`config.mk`:
```
export PLATFORM = sky130hd
export DESIGN_NAME = modular_exponentiation_unit
export DESIGN_NICKNAME = d
export VERILOG_FILES = /design/src/rtl/meu_pkg.sv /design/src/rtl/modular_exponentiation_unit.sv /design/src/rtl/meu_mod_engine.sv
export SDC_FILE = /design/constraint.sdc
export NUM_CORES = 2
export LEC_CHECK = 0
export BUFFER_PORTS_ARGS = -buffer_cell sky130_fd_sc_hd__buf_2
export CELL_PAD_IN_SITES_DETAIL_PLACEMENT = 0
export CELL_PAD_IN_SITES_GLOBAL_PLACEMENT = 2
export CORE_MARGIN = 1.5
export CORE_UTILIZATION = 35
export DETAILED_ROUTE_END_ITERATION = 10
export HOLD_SLACK_MARGIN = 0.08
export PLACE_DENSITY_LB_ADDON = 0.1
export REMOVE_ABC_BUFFERS = 1
export SLEW_MARGIN = 25
export SYNTH_ARGS = -nofsm -noshare
export SYNTH_HDL_FRONTEND = slang
export SYNTH_SLANG_ARGS = --single-unit
```
`constraint.sdc`:
```
create_clock -name clk -period 6.71 [get_ports clk]
set_input_delay 0.3355 -clock clk [delete_from_list [all_inputs] [get_ports clk]]
set_output_delay 0.3355 -clock clk [all_outputs]
set_load 0.02 [all_outputs]
```
`src/rtl/meu_pkg.sv`:
```
// ----------------------------------------------------------------------------
// meu_pkg: shared types and constants of the modular exponentiation unit
// fixed field widths, operation codes, engine command and sequencer states
// ----------------------------------------------------------------------------
package meu_pkg;

    // fixed field widths
    localparam int OP_WIDTH   = 2;
    localparam int DATA_WIDTH = 64;
    localparam int RES_WIDTH  = 62;
    localparam int CFG_WIDTH  = 62;

    // serial operand window: signed 64-bit operand minus two needs 65 bits
    localparam int SER_WIDTH  = DATA_WIDTH + 1;
    localparam int CNT_WIDTH  = $clog2(SER_WIDTH + 1);

    // modulus after reset, 2^61 - 1
    localparam logic [CFG_WIDTH-1:0] MODULUS_RESET = 62'h1FFF_FFFF_FFFF_FFFF;

    // operation codes, the unused code runs as a plain power
    localparam logic [OP_WIDTH-1:0] OP_POWER   = 2'd0;
    localparam logic [OP_WIDTH-1:0] OP_INVERSE = 2'd1;
    localparam logic [OP_WIDTH-1:0] OP_SQRT    = 2'd2;

    // command to the bit-serial modular engine
    typedef struct packed {
        logic                 start;
        logic                 mul;
        logic [CNT_WIDTH-1:0] nbits;
    } meu_cmd_t;

    typedef enum logic [2:0] {
        ST_IDLE,
        ST_RED_BASE,
        ST_RED_EXP,
        ST_STEP,
        ST_MUL,
        ST_SQR,
        ST_DONE
    } meu_state_t;

endpackage

```
`src/rtl/modular_exponentiation_unit.sv`:
```
// ----------------------------------------------------------------------------
// modular_exponentiation_unit: right-to-left square and multiply mod m
// base^exponent mod modulus with a bit-serial modular engine
// ----------------------------------------------------------------------------
// usage
//   input channel (in_valid/in_ready) takes one word: operation, base, operand
//   output channel (out_valid/out_ready) gives one word: result
//   the modulus is written through cfg_wr_en/cfg_wr_data; the user must do so only while
//   the unit is idle; the unit itself does not enforce this
// sequence
//   base reduction and exponent reduction, then per exponent bit a square and, where the
//   bit is set, a multiply; the top bit skips its square and goes on to the output register
// throughput
//   one word at a time; a new word is taken as soon as the previous one has
//   reached the output register, even while that result waits to be taken
// reset
//   rst_n clears the control state and loads the modulus with 2^61 - 1
// stall
//   a held result stalls only the final hand-off of the next word
// ----------------------------------------------------------------------------
module modular_exponentiation_unit #(
    parameter int MODULUS_WIDTH = 62
) (
    input  logic                                 clk,
    input  logic                                 rst_n,
    input  logic                                 cfg_wr_en,
    input  logic [meu_pkg::CFG_WIDTH-1:0]        cfg_wr_data,
    input  logic                                 in_valid,
    output logic                                 in_ready,
    input  logic [meu_pkg::OP_WIDTH-1:0]         operation,
    input  logic [meu_pkg::DATA_WIDTH-1:0]       base,
    input  logic [meu_pkg::DATA_WIDTH-1:0]       operand,
    output logic                                 out_valid,
    input  logic                                 out_ready,
    output logic [meu_pkg::RES_WIDTH-1:0]        result
);

    localparam int W  = MODULUS_WIDTH;
    localparam int SW = meu_pkg::SER_WIDTH;
    localparam int DW = meu_pkg::DATA_WIDTH;

    meu_pkg::meu_state_t state_reg, state_next;

    logic [W-1:0]                   modulus_reg;
    logic                           bneg_reg, bneg_next;
    logic                           eneg_reg, eneg_next;
    logic [SW-1:0]                  eser_reg, eser_next;
    logic [W-1:0]                   a_reg, a_next;
    logic [W-1:0]                   ret_reg, ret_next;
    logic [W-1:0]                   exp_reg, exp_next;
    logic [meu_pkg::RES_WIDTH-1:0]  result_reg, result_next;
    logic                           out_valid_reg, out_valid_next;

    // engine hookup
    meu_pkg::meu_cmd_t  cmd;
    logic [W-1:0]       eng_mcand;
    logic [SW-1:0]      eng_serial;
    logic               eng_done;
    logic [W-1:0]       eng_acc;

    // operand preparation
    logic               accept;
    logic [DW-1:0]      bmag;
    logic [SW-1:0]      ov;
    logic [SW-1:0]      emag;
    logic [W:0]         m_inc;
    logic               mod_small;
    logic               fix_neg;
    logic [W-1:0]       fix_val;
    logic [SW-1:0]      a_serial;

    assign accept    = in_valid && (state_reg == meu_pkg::ST_IDLE);
    assign mod_small = (modulus_reg[W-1:1] == '0);

    // sign and magnitude of base and exponent
    always_comb
    begin
        bmag  = base[DW-1] ? (DW'(0) - base) : base;
        ov    = {operand[DW-1], operand}
              - ((operation == meu_pkg::OP_INVERSE) ? SW'(2) : SW'(0));
        m_inc = {1'b0, modulus_reg} + (W+1)'(1);
        if (operation == meu_pkg::OP_SQRT)
        begin
            eneg_next = 1'b0;
            emag      = SW'(m_inc[W:2]);
        end
        else
        begin
            eneg_next = ov[SW-1];
            emag      = ov[SW-1] ? (SW'(0) - ov) : ov;
        end
    end

    // negative values map to m - r unless the residue is zero
    assign fix_neg  = (state_reg == meu_pkg::ST_RED_BASE) ? bneg_reg : eneg_reg;
    assign fix_val  = (fix_neg && (eng_acc != '0)) ? (modulus_reg - eng_acc) : eng_acc;
    assign a_serial = {a_reg, {(SW-W){1'b0}}};

    always_comb
    begin
        state_next     = state_reg;
        bneg_next      = bneg_reg;
        eser_next      = eser_reg;
        a_next         = a_reg;
        ret_next       = ret_reg;
        exp_next       = exp_reg;
        result_next    = result_reg;
        out_valid_next = out_valid_reg;
        cmd.start      = 1'b0;
        cmd.mul        = 1'b0;
        cmd.nbits      = meu_pkg::CNT_WIDTH'(W);
        eng_mcand      = a_reg;
        eng_serial     = a_serial;

        if (out_valid_reg && out_ready)
            out_valid_next = 1'b0;

        unique case (state_reg)
            meu_pkg::ST_IDLE:
            begin
                eng_serial = {bmag, 1'b0};
                cmd.nbits  = meu_pkg::CNT_WIDTH'(DW);
                if (in_valid)
                begin
                    bneg_next = base[DW-1];
                    eser_next = emag;
                    if (mod_small)
                    begin
                        ret_next   = '0;
                        state_next = meu_pkg::ST_DONE;
                    end
                    else
                    begin
                        cmd.start  = 1'b1;
                        state_next = meu_pkg::ST_RED_BASE;
                    end
                end
            end
            meu_pkg::ST_RED_BASE:
            begin
                eng_serial = eser_reg;
                cmd.nbits  = meu_pkg::CNT_WIDTH'(SW);
                if (eng_done)
                begin
                    a_next     = fix_val;
                    cmd.start  = 1'b1;
                    state_next = meu_pkg::ST_RED_EXP;
                end
            end
            meu_pkg::ST_RED_EXP:
            begin
                if (eng_done)
                begin
                    exp_next   = fix_val;
                    ret_next   = W'(1);
                    // zero exponent gives one
                    state_next = (fix_val == '0) ? meu_pkg::ST_DONE : meu_pkg::ST_STEP;
                end
            end
            meu_pkg::ST_STEP:
            begin
                // multiply on a set bit, then square unless it is the top bit; square on a clear bit
                cmd.start = 1'b1;
                cmd.mul   = 1'b1;
                if (exp_reg[0])
                begin
                    eng_mcand  = ret_reg;
                    state_next = meu_pkg::ST_MUL;
                end
                else
                    state_next = meu_pkg::ST_SQR;
            end
            meu_pkg::ST_MUL:
            begin
                cmd.mul = 1'b1;
                if (eng_done)
                begin
                    ret_next = eng_acc;
                    if (exp_reg[W-1:1] == '0)
                        state_next = meu_pkg::ST_DONE;
                    else
                    begin
                        cmd.start  = 1'b1;
                        state_next = meu_pkg::ST_SQR;
                    end
                end
            end
            meu_pkg::ST_SQR:
            begin
                cmd.mul = 1'b1;
                if (eng_done)
                begin
                    a_next     = eng_acc;
                    exp_next   = {1'b0, exp_reg[W-1:1]};
                    state_next = meu_pkg::ST_STEP;
                end
            end
            meu_pkg::ST_DONE:
            begin
                // hand off once the output register is free
                if (!out_valid_reg || out_ready)
                begin
                    result_next    = meu_pkg::RES_WIDTH'(ret_reg);
                    out_valid_next = 1'b1;
                    state_next     = meu_pkg::ST_IDLE;
                end
            end
            default:
            begin
                state_next = meu_pkg::ST_IDLE;
            end
        endcase
    end

    meu_mod_engine #(
        .MODULUS_WIDTH(MODULUS_WIDTH)
    ) u_engine (
        .clk     (clk),
        .rst_n   (rst_n),
        .cmd     (cmd),
        .modulus (modulus_reg),
        .mcand   (eng_mcand),
        .serial  (eng_serial),
        .done    (eng_done),
        .acc     (eng_acc)
    );

    // state register
    always_ff @(posedge clk or negedge rst_n)
    begin
        if (!rst_n)
            state_reg <= meu_pkg::ST_IDLE;
        else
            state_reg <= state_next;
    end

    // control and config registers
    always_ff @(posedge clk or negedge rst_n)
    begin
        if (!rst_n)
        begin
            out_valid_reg <= 1'b0;
            modulus_reg   <= meu_pkg::MODULUS_RESET[W-1:0];
        end
        else
        begin
            out_valid_reg <= out_valid_next;
            if (cfg_wr_en)
                modulus_reg <= cfg_wr_data[W-1:0];
        end
    end

    // datapath registers
    always_ff @(posedge clk)
    begin
        bneg_reg   <= bneg_next;
        eneg_reg   <= accept ? eneg_next : eneg_reg;
        eser_reg   <= eser_next;
        a_reg      <= a_next;
        ret_reg    <= ret_next;
        exp_reg    <= exp_next;
        result_reg <= result_next;
    end

    assign in_ready  = (state_reg == meu_pkg::ST_IDLE);
    assign out_valid = out_valid_reg;
    assign result    = result_reg;

endmodule

```
`src/rtl/meu_mod_engine.sv`:
```
// ----------------------------------------------------------------------------
// meu_mod_engine: bit-serial modular accumulate engine
// one bit of the serial operand per cycle, msb first: acc = 2*acc + addend mod m
// the addend is the serial bit itself (reduction) or the multiplicand (product)
// ----------------------------------------------------------------------------
module meu_mod_engine #(
    parameter int MODULUS_WIDTH = 62
) (
    input  logic                               clk,
    input  logic                               rst_n,
    input  meu_pkg::meu_cmd_t                  cmd,
    input  logic [MODULUS_WIDTH-1:0]           modulus,
    input  logic [MODULUS_WIDTH-1:0]           mcand,
    input  logic [meu_pkg::SER_WIDTH-1:0]      serial,
    output logic                               done,
    output logic [MODULUS_WIDTH-1:0]           acc
);

    localparam int W = MODULUS_WIDTH;
    localparam int SW = meu_pkg::SER_WIDTH;

    logic                           busy_reg, busy_next;
    logic                           done_reg, done_next;
    logic                           mul_reg, mul_next;
    logic [meu_pkg::CNT_WIDTH-1:0]  cnt_reg, cnt_next;
    logic [SW-1:0]                  sr_reg, sr_next;
    logic [W-1:0]                   mcand_reg, mcand_next;
    logic [W-1:0]                   acc_reg, acc_next;

    logic [W-1:0]   addend;
    logic [W+1:0]   dbl;
    logic [W+2:0]   sub1;
    logic [W+2:0]   sub2;
    logic [W-1:0]   step;

    // doubled accumulator plus addend stays below 3m
    always_comb
    begin
        if (mul_reg)
            addend = sr_reg[SW-1] ? mcand_reg : '0;
        else
            addend = {{(W-1){1'b0}}, sr_reg[SW-1]};
        dbl  = {1'b0, acc_reg, 1'b0} + {2'b00, addend};
        sub1 = {1'b0, dbl} - {3'b000, modulus};
        sub2 = {1'b0, dbl} - {2'b00, modulus, 1'b0};
        if (!sub2[W+2])
            step = sub2[W-1:0];
        else if (!sub1[W+2])
            step = sub1[W-1:0];
        else
            step = dbl[W-1:0];
    end

    always_comb
    begin
        busy_next  = busy_reg;
        done_next  = 1'b0;
        mul_next   = mul_reg;
        cnt_next   = cnt_reg;
        sr_next    = sr_reg;
        mcand_next = mcand_reg;
        acc_next   = acc_reg;
        if (cmd.start)
        begin
            busy_next  = 1'b1;
            mul_next   = cmd.mul;
            cnt_next   = cmd.nbits;
            sr_next    = serial;
            mcand_next = mcand;
            acc_next   = '0;
        end
        else if (busy_reg)
        begin
            acc_next = step;
            sr_next  = {sr_reg[SW-2:0], 1'b0};
            cnt_next = cnt_reg - 1'b1;
            if (cnt_reg == meu_pkg::CNT_WIDTH'(1))
            begin
                busy_next = 1'b0;
                done_next = 1'b1;
            end
        end
    end

    always_ff @(posedge clk or negedge rst_n)
    begin
        if (!rst_n)
        begin
            busy_reg <= 1'b0;
            done_reg <= 1'b0;
        end
        else
        begin
            busy_reg <= busy_next;
            done_reg <= done_next;
        end
    end

    always_ff @(posedge clk)
    begin
        mul_reg   <= mul_next;
        cnt_reg   <= cnt_next;
        sr_reg    <= sr_next;
        mcand_reg <= mcand_next;
        acc_reg   <= acc_next;
    end

    assign done = done_reg;
    assign acc  = acc_reg;

endmodule

```
After elaboration in Yosys (flattened, before gate mapping)

Cells that the tools add are included.

Register bits: 580
Bits in latches: 0
RAM bits: 0
Memory bits (read-only): 0
Input port bits: 197
Output and inout bits: 64
Memories kept: 0

Add/subtract/negate cells: 9
Multipliers: 0
Div/mod/pow operators: 0
Order comparisons: 0
Eq/ne operators: 16
Shift operators: 0
Muxes and demuxes: 54
Bitwise operators: 1
Reduce and logical (&&, ||, !) cells: 22

Operators by type and width:

| operator                                                                 | count |
|---|---|
| 62-bit two-way mux                                                       | 13 |
| 62-bit one-hot mux with 2 select lines                                   | 2 |
| 62-bit one-hot mux with 3 select lines                                   | 1 |
| 65-bit two-way mux                                                       | 2 |
| 65-bit one-hot mux with 2 select lines                                   | 1 |
| 64-bit two-way mux                                                       | 2 |
| 61-bit zero test                                                         | 2 |
| 1-bit by 65-bit subtractor with 65-bit output (first input constant)     | 1 |
| 64-bit by 3-bit subtractor with 65-bit output                            | 1 |
| 64-bit by 62-bit subtractor with 65-bit output                           | 1 |
| 64-bit by 63-bit subtractor with 65-bit output                           | 1 |
| 63-bit by 62-bit adder with 64-bit output                                | 1 |
| 1-bit by 64-bit subtractor with 64-bit output (first input constant)     | 1 |
| 62-bit by 1-bit adder with 63-bit output (second input constant)         | 1 |
| 62-bit zero test                                                         | 1 |
| 62-bit nonzero test                                                      | 1 |
| 62-bit subtractor                                                        | 1 |
| 61-bit two-way mux                                                       | 1 |
| 3-bit two-way mux                                                        | 8 |
| 3-bit one-hot mux with 7 select lines                                    | 1 |
| 1-bit two-way mux                                                        | 17 |
| 7-bit two-way mux                                                        | 2 |
| 7-bit one-hot mux with 2 select lines                                    | 1 |
| 2-bit by 1-bit inequality test with 1-bit output (second input constant) | 5 |
| other kinds (23)                                                         | 34 |

Longest topological paths before layout

Depth in word-level cells: 8
Gate-level depth with buffers: 32
Gate-level depth less buffers: 29

Hierarchy

Synthesis repeated with hierarchy kept, for this count alone.

Cell total of the unflattened synthesis: 5426
Area total of the unflattened synthesis: 47045.1 sq um

Modules (own cells, without submodules):

| module                      | times used | cells each | area an instance (sq um) |
|---|---|---|---|
| modular_exponentiation_unit | 1          | 3019       | 27119.8 |
| meu_mod_engine              | 1          | 2407       | 19925.4 |

Worst setup path after synthesis

No wires, ideal clock.

Path kind: reg-to-reg
Start: register u_engine.mul_reg
End: register u_engine.acc_reg[22] (netlist: u_engine.acc[22])
Setup time: 0.205 ns
Data arrival time: 6.444 ns
Required time: 6.505 ns
Setup slack: 0.061 ns
Stages on the path, launching flop included: 31
Clock period less this slack: 6.649 ns
Cell sequence: edfxtp_1 -> clkbuf_1 -> and3_1 -> ha_1 -> inv_1 -> fa_1 -> nor2b_1 -> o2111ai_1 -> a31oi_1 -> o2111ai_1 -> a311o_1 -> nor2b_1 -> o21bai_1 -> a21oi_1 -> xnor2_1 -> ha_1 -> clkbuf_1 -> a21o_1 -> a21o_1 -> a21o_1 -> and2_1 -> or4b_1 -> a221o_1 -> a41o_1 -> a21oi_1 -> or4_1 -> nand3_2 -> buf_2 -> mux2_2 -> o21ai_0 -> o21ai_0

Word-level cells in the longest chain between the ends: 5
Elaborated cells between the ends (all ways): 6
Those cells by class: add/sub: 3; mux: 3

Ends and longest elaborated chain:

| item                                           | line                  | RTL |
|---|---|---|
| start, declared                                | meu_mod_engine.sv:24  | `logic mul_reg, mul_next;` |
| start signal, assigned                         | meu_mod_engine.sv:101 | `mul_reg <= mul_next;` |
| 62-bit two-way mux *                           | meu_mod_engine.sv:39  | `if (mul_reg)` |
| 63-bit by 62-bit adder with 64-bit output *    | meu_mod_engine.sv:43  | `dbl = {1'b0, acc_reg, 1'b0} + {2'b00, addend};` |
| 64-bit by 62-bit subtractor with 65-bit output | meu_mod_engine.sv:44  | `sub1 = {1'b0, dbl} - {3'b000, modulus};` |
| 62-bit two-way mux                             | meu_mod_engine.sv:48  | `else if (!sub1[W+2])` |
| 62-bit two-way mux *                           | meu_mod_engine.sv:46  | `if (!sub2[W+2])` |
| end signal, assigned                           | meu_mod_engine.sv:105 | `acc_reg <= acc_next;` |
| end, declared                                  | meu_mod_engine.sv:28  | `logic [W-1:0] acc_reg, acc_next;` |

Every way passes the cells marked *; elsewhere a longest branch is shown, timed or not.
A chain may end at the register's enable or synchronous reset.

Final worst setup path

Start: register u_engine.sr_reg[64]
End: register u_engine.acc_reg[32] (netlist: u_engine.acc[32])

Word-level cells in the longest chain between the ends: 6
Elaborated cells between the ends (all ways): 7
Those cells by class: add/sub: 3; mux: 4

Ends and longest elaborated chain:

| item                                           | line                  | RTL |
|---|---|---|
| start, declared                                | meu_mod_engine.sv:26  | `logic [SW-1:0] sr_reg, sr_next;` |
| start signal, assigned                         | meu_mod_engine.sv:103 | `sr_reg <= sr_next;` |
| 62-bit two-way mux                             | meu_mod_engine.sv:40  | `addend = sr_reg[SW-1] ? mcand_reg : '0;` |
| 62-bit two-way mux *                           | meu_mod_engine.sv:39  |  |
| 63-bit by 62-bit adder with 64-bit output *    | meu_mod_engine.sv:43  |  |
| 64-bit by 62-bit subtractor with 65-bit output | meu_mod_engine.sv:44  |  |
| 62-bit two-way mux                             | meu_mod_engine.sv:48  |  |
| 62-bit two-way mux *                           | meu_mod_engine.sv:46  |  |

Marks and branches as above.

==> results.py <==
metrics = {
    "cts": {
        "root_buffer": "clkbuf_16",
        "cts_tree": "built",
        "cts.path.max_buffers": 3,
        "worstSkewPairLatency_ns": 0.68,
        "cts_buffers": 72,
        "cts_max_level": 3,
        "cts.sinks": 580,
        "clk_pin_slew_ns": 0.06,
    },
    "floorplan": {
        "start_util_pct": 35.4,
        "core_sq_mm": 0.130,
        "io_pins": 261,
        "num_rows": 132,
        "die_h_um": 365,
        "die_area_sq_mm": 0.134,
        "die_w_um": 365,
    },
    "detailed_routing": {
        "vias_per_cell": 5.66,
        "wirelength_um": 203000,
        "wire_per_inst_um": 26.0,
        "drt_iter0_markers": 4613,
        "antenna_left": 0,
        "vias": 44200,
        "drc": 0,
        "dr.pass1.iters": 5,
    },
    "hold_path": {
        "holdCritPathClass": "in -> reg",
        "whs_path_depth": 3,
        "holdPathEnd": "modulus_reg[7]$_DFFE_PN1P_",
        "worstHoldStart": "cfg_wr_en",
    },
    "synth": {
        "synth-seq-cells": 580,
        "yosysWarnings": 0,
        "async_flop_share_pct": 11.7,
        "ys.flop_type": "edfxtp_1",
        "netlist_instances": 5372,
        "synth_area_leader_cell": "edfxtp_1",
        "synth_edf_count": 450,
        "netlist_top_cells_area": "edfxtp_1 29%, ha_1 6.9%, xnor2_1 5.5%, o21ai_0 5.2%, a21oi_1 4.9%",
        "avgSynthCellArea_sq_um": 8.56,
        "synth_area_sq_mm": 0.0460,
        "synth_cell_types": 100,
        "synth.top_cell.area_share_pct": 29.4,
        "synth.yosys.seq_area_share_pct": 36.0,
    },
    "placed_design": {
        "dp_cells": 7584,
        "detailed_place_hpwl_um": 162000,
        "portBuffers": 260,
        "finalWeightedCongestion": 0.925,
        "post_dp_cell_area_sq_mm": 0.0523,
    },
    "global_routing": {
        "antenna_found_initial": 12,
        "grt_usage_pct": 29.5,
        "grt_max_degree": 75,
        "grt_pass1_vias": 42300,
        "overflow": 0,
        "grt_first_pass_wirelength_um": 289000,
    },
    "timing": {
        "setup_tns_ns": 0,
        "fmax_mhz": 153,
        "period_minus_slack_ns": 6.55,
        "tightest_slew_ns": 1.08,
        "setup_viol": 0,
        "hold_viol": 0,
        "slew_viol_final": 0,
        "rsz0062_at_grt": "yes",
        "finClkSkew_ns": 0.0269,
        "relSlewSlack_pct": 27.1,
        "fin_crit_sh_pct": 97.6,
    },
    "worst_setup_path": {
        "startpoint_type": "flip-flop",
        "critPathArrivalTime_ns": 7.07,
        "r2r_start": "u_engine.sr_reg[64]$_DFFE_PP_",
        "cpPeakStageDelay_ns": 0.47,
        "crit_fanout": 9,
        "cp_common_cell": "buf_4",
        "cp.required_ns": 7.23,
        "critPathKind": "reg -> reg",
        "r2r_slack_ns": 0.16,
        "cp-end-kind": "flip-flop",
        "slowest_stage": "or4b_4",
        "regToRegEndpoint": "u_engine.acc[32]$_SDFFE_PP0P_",
        "r2r_cells": 30,
    },
    "layout": {
        "drive_above_1_share_pct": 20.1,
        "areaGrowthSynthToFinish_pct": 22.8,
        "final_common_cell": "nand2_1",
        "final_cells": 7810,
        "nets": 6456,
        "final_cell_mix": "575 x nand2_1, 495 x buf_4, 452 x o21ai_0",
        "fill_cells": 13100,
        "fin_area_sq_mm": 0.0565,
    },
    "pwr": {
        "pwr-share-comb_pct": 60.8,
        "powerDensity_mw_per_mm2": 416,
        "power_frac_clock_pct": 18.2,
        "seqPwrFrac_pct": 21.1,
        "internal_power_mw": 13.0,
        "swShare_pct": 44.5,
        "netSwitchingPower_mw": 10.5,
        "leakagePower_nw": 23.0,
        "peakVddDrop_mv": 0.203,
    },
    "run": {
        "drv_cap": 0,
    },
    "outcome": {
        "status": "completed",
    },
}
[per-stage QoR]
step                      util [%]  hold WS (ns)  setup WS, ns  total power [mW]
final                         43.4         0.131         0.161              23.5
after CTS                     42.8        0.0891       0.00588              22.8
after global routing          43.4         0.156       -0.0773              24.9
after floorplan                  -        0.0399         -6.02              12.9
after detailed placement      40.3         0.303        -0.369              18.4
after global placement        40.3         0.306        -0.608              18.5
[critical path: cells and delay by family (launching register included)]
kind            cells  cell delay [ns]
fa+ha+maj           2             0.72
flops               1             0.39
xor+xnor            1             0.44
buf+inv             8             1.28
compound gates     12             2.17
simple gates        5             0.98
mux                 2             0.42
[how the worst max path moves through the flow]
stage / from / to / slack [ns]
after floorplan: state_reg[0]$_DFFE_PN0P_ / u_engine.acc[33]$_SDFFE_PP0P_ / -6.02
final: u_engine.sr_reg[64]$_DFFE_PP_ / u_engine.acc[32]$_SDFFE_PP0P_ / 0.16
after global placement: u_engine.mul_reg$_DFFE_PP_ / u_engine.acc[0]$_SDFFE_PP0P_ / -0.61
after global routing: u_engine.sr_reg[64]$_DFFE_PP_ / u_engine.acc[32]$_SDFFE_PP0P_ / -0.08
after detailed placement: u_engine.mul_reg$_DFFE_PP_ / u_engine.acc[0]$_SDFFE_PP0P_ / -0.37
after CTS: u_engine.sr_reg[64]$_DFFE_PP_ / u_engine.acc[20]$_SDFFE_PP0P_ / 0.006
[kinds of logic after synthesis]
family                   after synthesis  synth area share, %
flip-flops                           580                 36.0
buffers and inverters                501                 4.17
XOR/XNOR                             457                 8.70
AO/OA/AOI/OAI                       1640                 22.0
adder cells (fa/ha/maj)              256                 7.03
AND/OR/NAND/NOR                     1808                 19.1
multiplexers                         129                 3.04
other                                  1              0.00816
[power groups by stage]
stage | sequential (mW) | clock, mW | combinational (mW)
floorplan | 4.71 | 0 | 8.21
CTS | 4.91 | 4.34 | 13.6
finish | 4.95 | 4.27 | 14.3
detailed placement | 4.98 | 0 | 13.4
global placement | 5.00 | 0 | 13.5
global route | 4.96 | 4.47 | 15.5
[cell usage after synthesis (all sizes together), types with 12 or more instances]
cell type    n
or3         42
and2        33
nand2b      47
a31oi       77
o22ai       15
or2         13
o211ai      50
and4        16
a22oi       20
xnor2      291
a211oi      39
xor2       166
o21ai      483
a221oi      13
clkbuf     254
nor3b       15
edfxtp     450
nand3       98
mux2        85
or4         19
mux2i       44
a21o       161
nand2      580
and3       111
a221o       13
o31ai       47
ha         252
inv        215
a21oi      450
nand3b      12
nor3       162
nor4        94
a2111oi     12
a21boi      37
nand4       84
nor2b       41
nor2       419
o41ai       15
o21a        69
o21bai      36
dfxtp       62
dfstp       61
buf         31
[area by class of cell]
cell class / instances / area, sq um / share of cell area [%]
Multi-Input combinational cell: 4291 / 28300 / 50.2
Antenna cell: 6 / 15.0 / 0.0266
Clock inverter: 38 / 497 / 0.880
Clock buffer: 95 / 2050 / 3.62
Timing Repair Buffer: 842 / 6050 / 10.7
Sequential cell: 580 / 16500 / 29.3
Inverter: 216 / 815 / 1.44
Tap cell: 1742 / 2180 / 3.86
[metal layers]
layer | global-route usage, % | wire, um | up-vias
met5 | 0 | 0 | -
li1 | - | - | 21100
met4 | 7.37 | 4830 | 0
met1 | 44.7 | 99600 | 21600
met2 | 43.7 | 86100 | 1414
met3 | 3.85 | 12800 | 167
[timing repair]
action	CTS	global route
cloned	0	5
pin swaps	1	41
resized for setup	18	138
setup endpoints to repair	62	62
setup buffers	0	18
hold buffers	65	0
hold endpoints to repair	86	0
(Power assumes the default switching activity.)
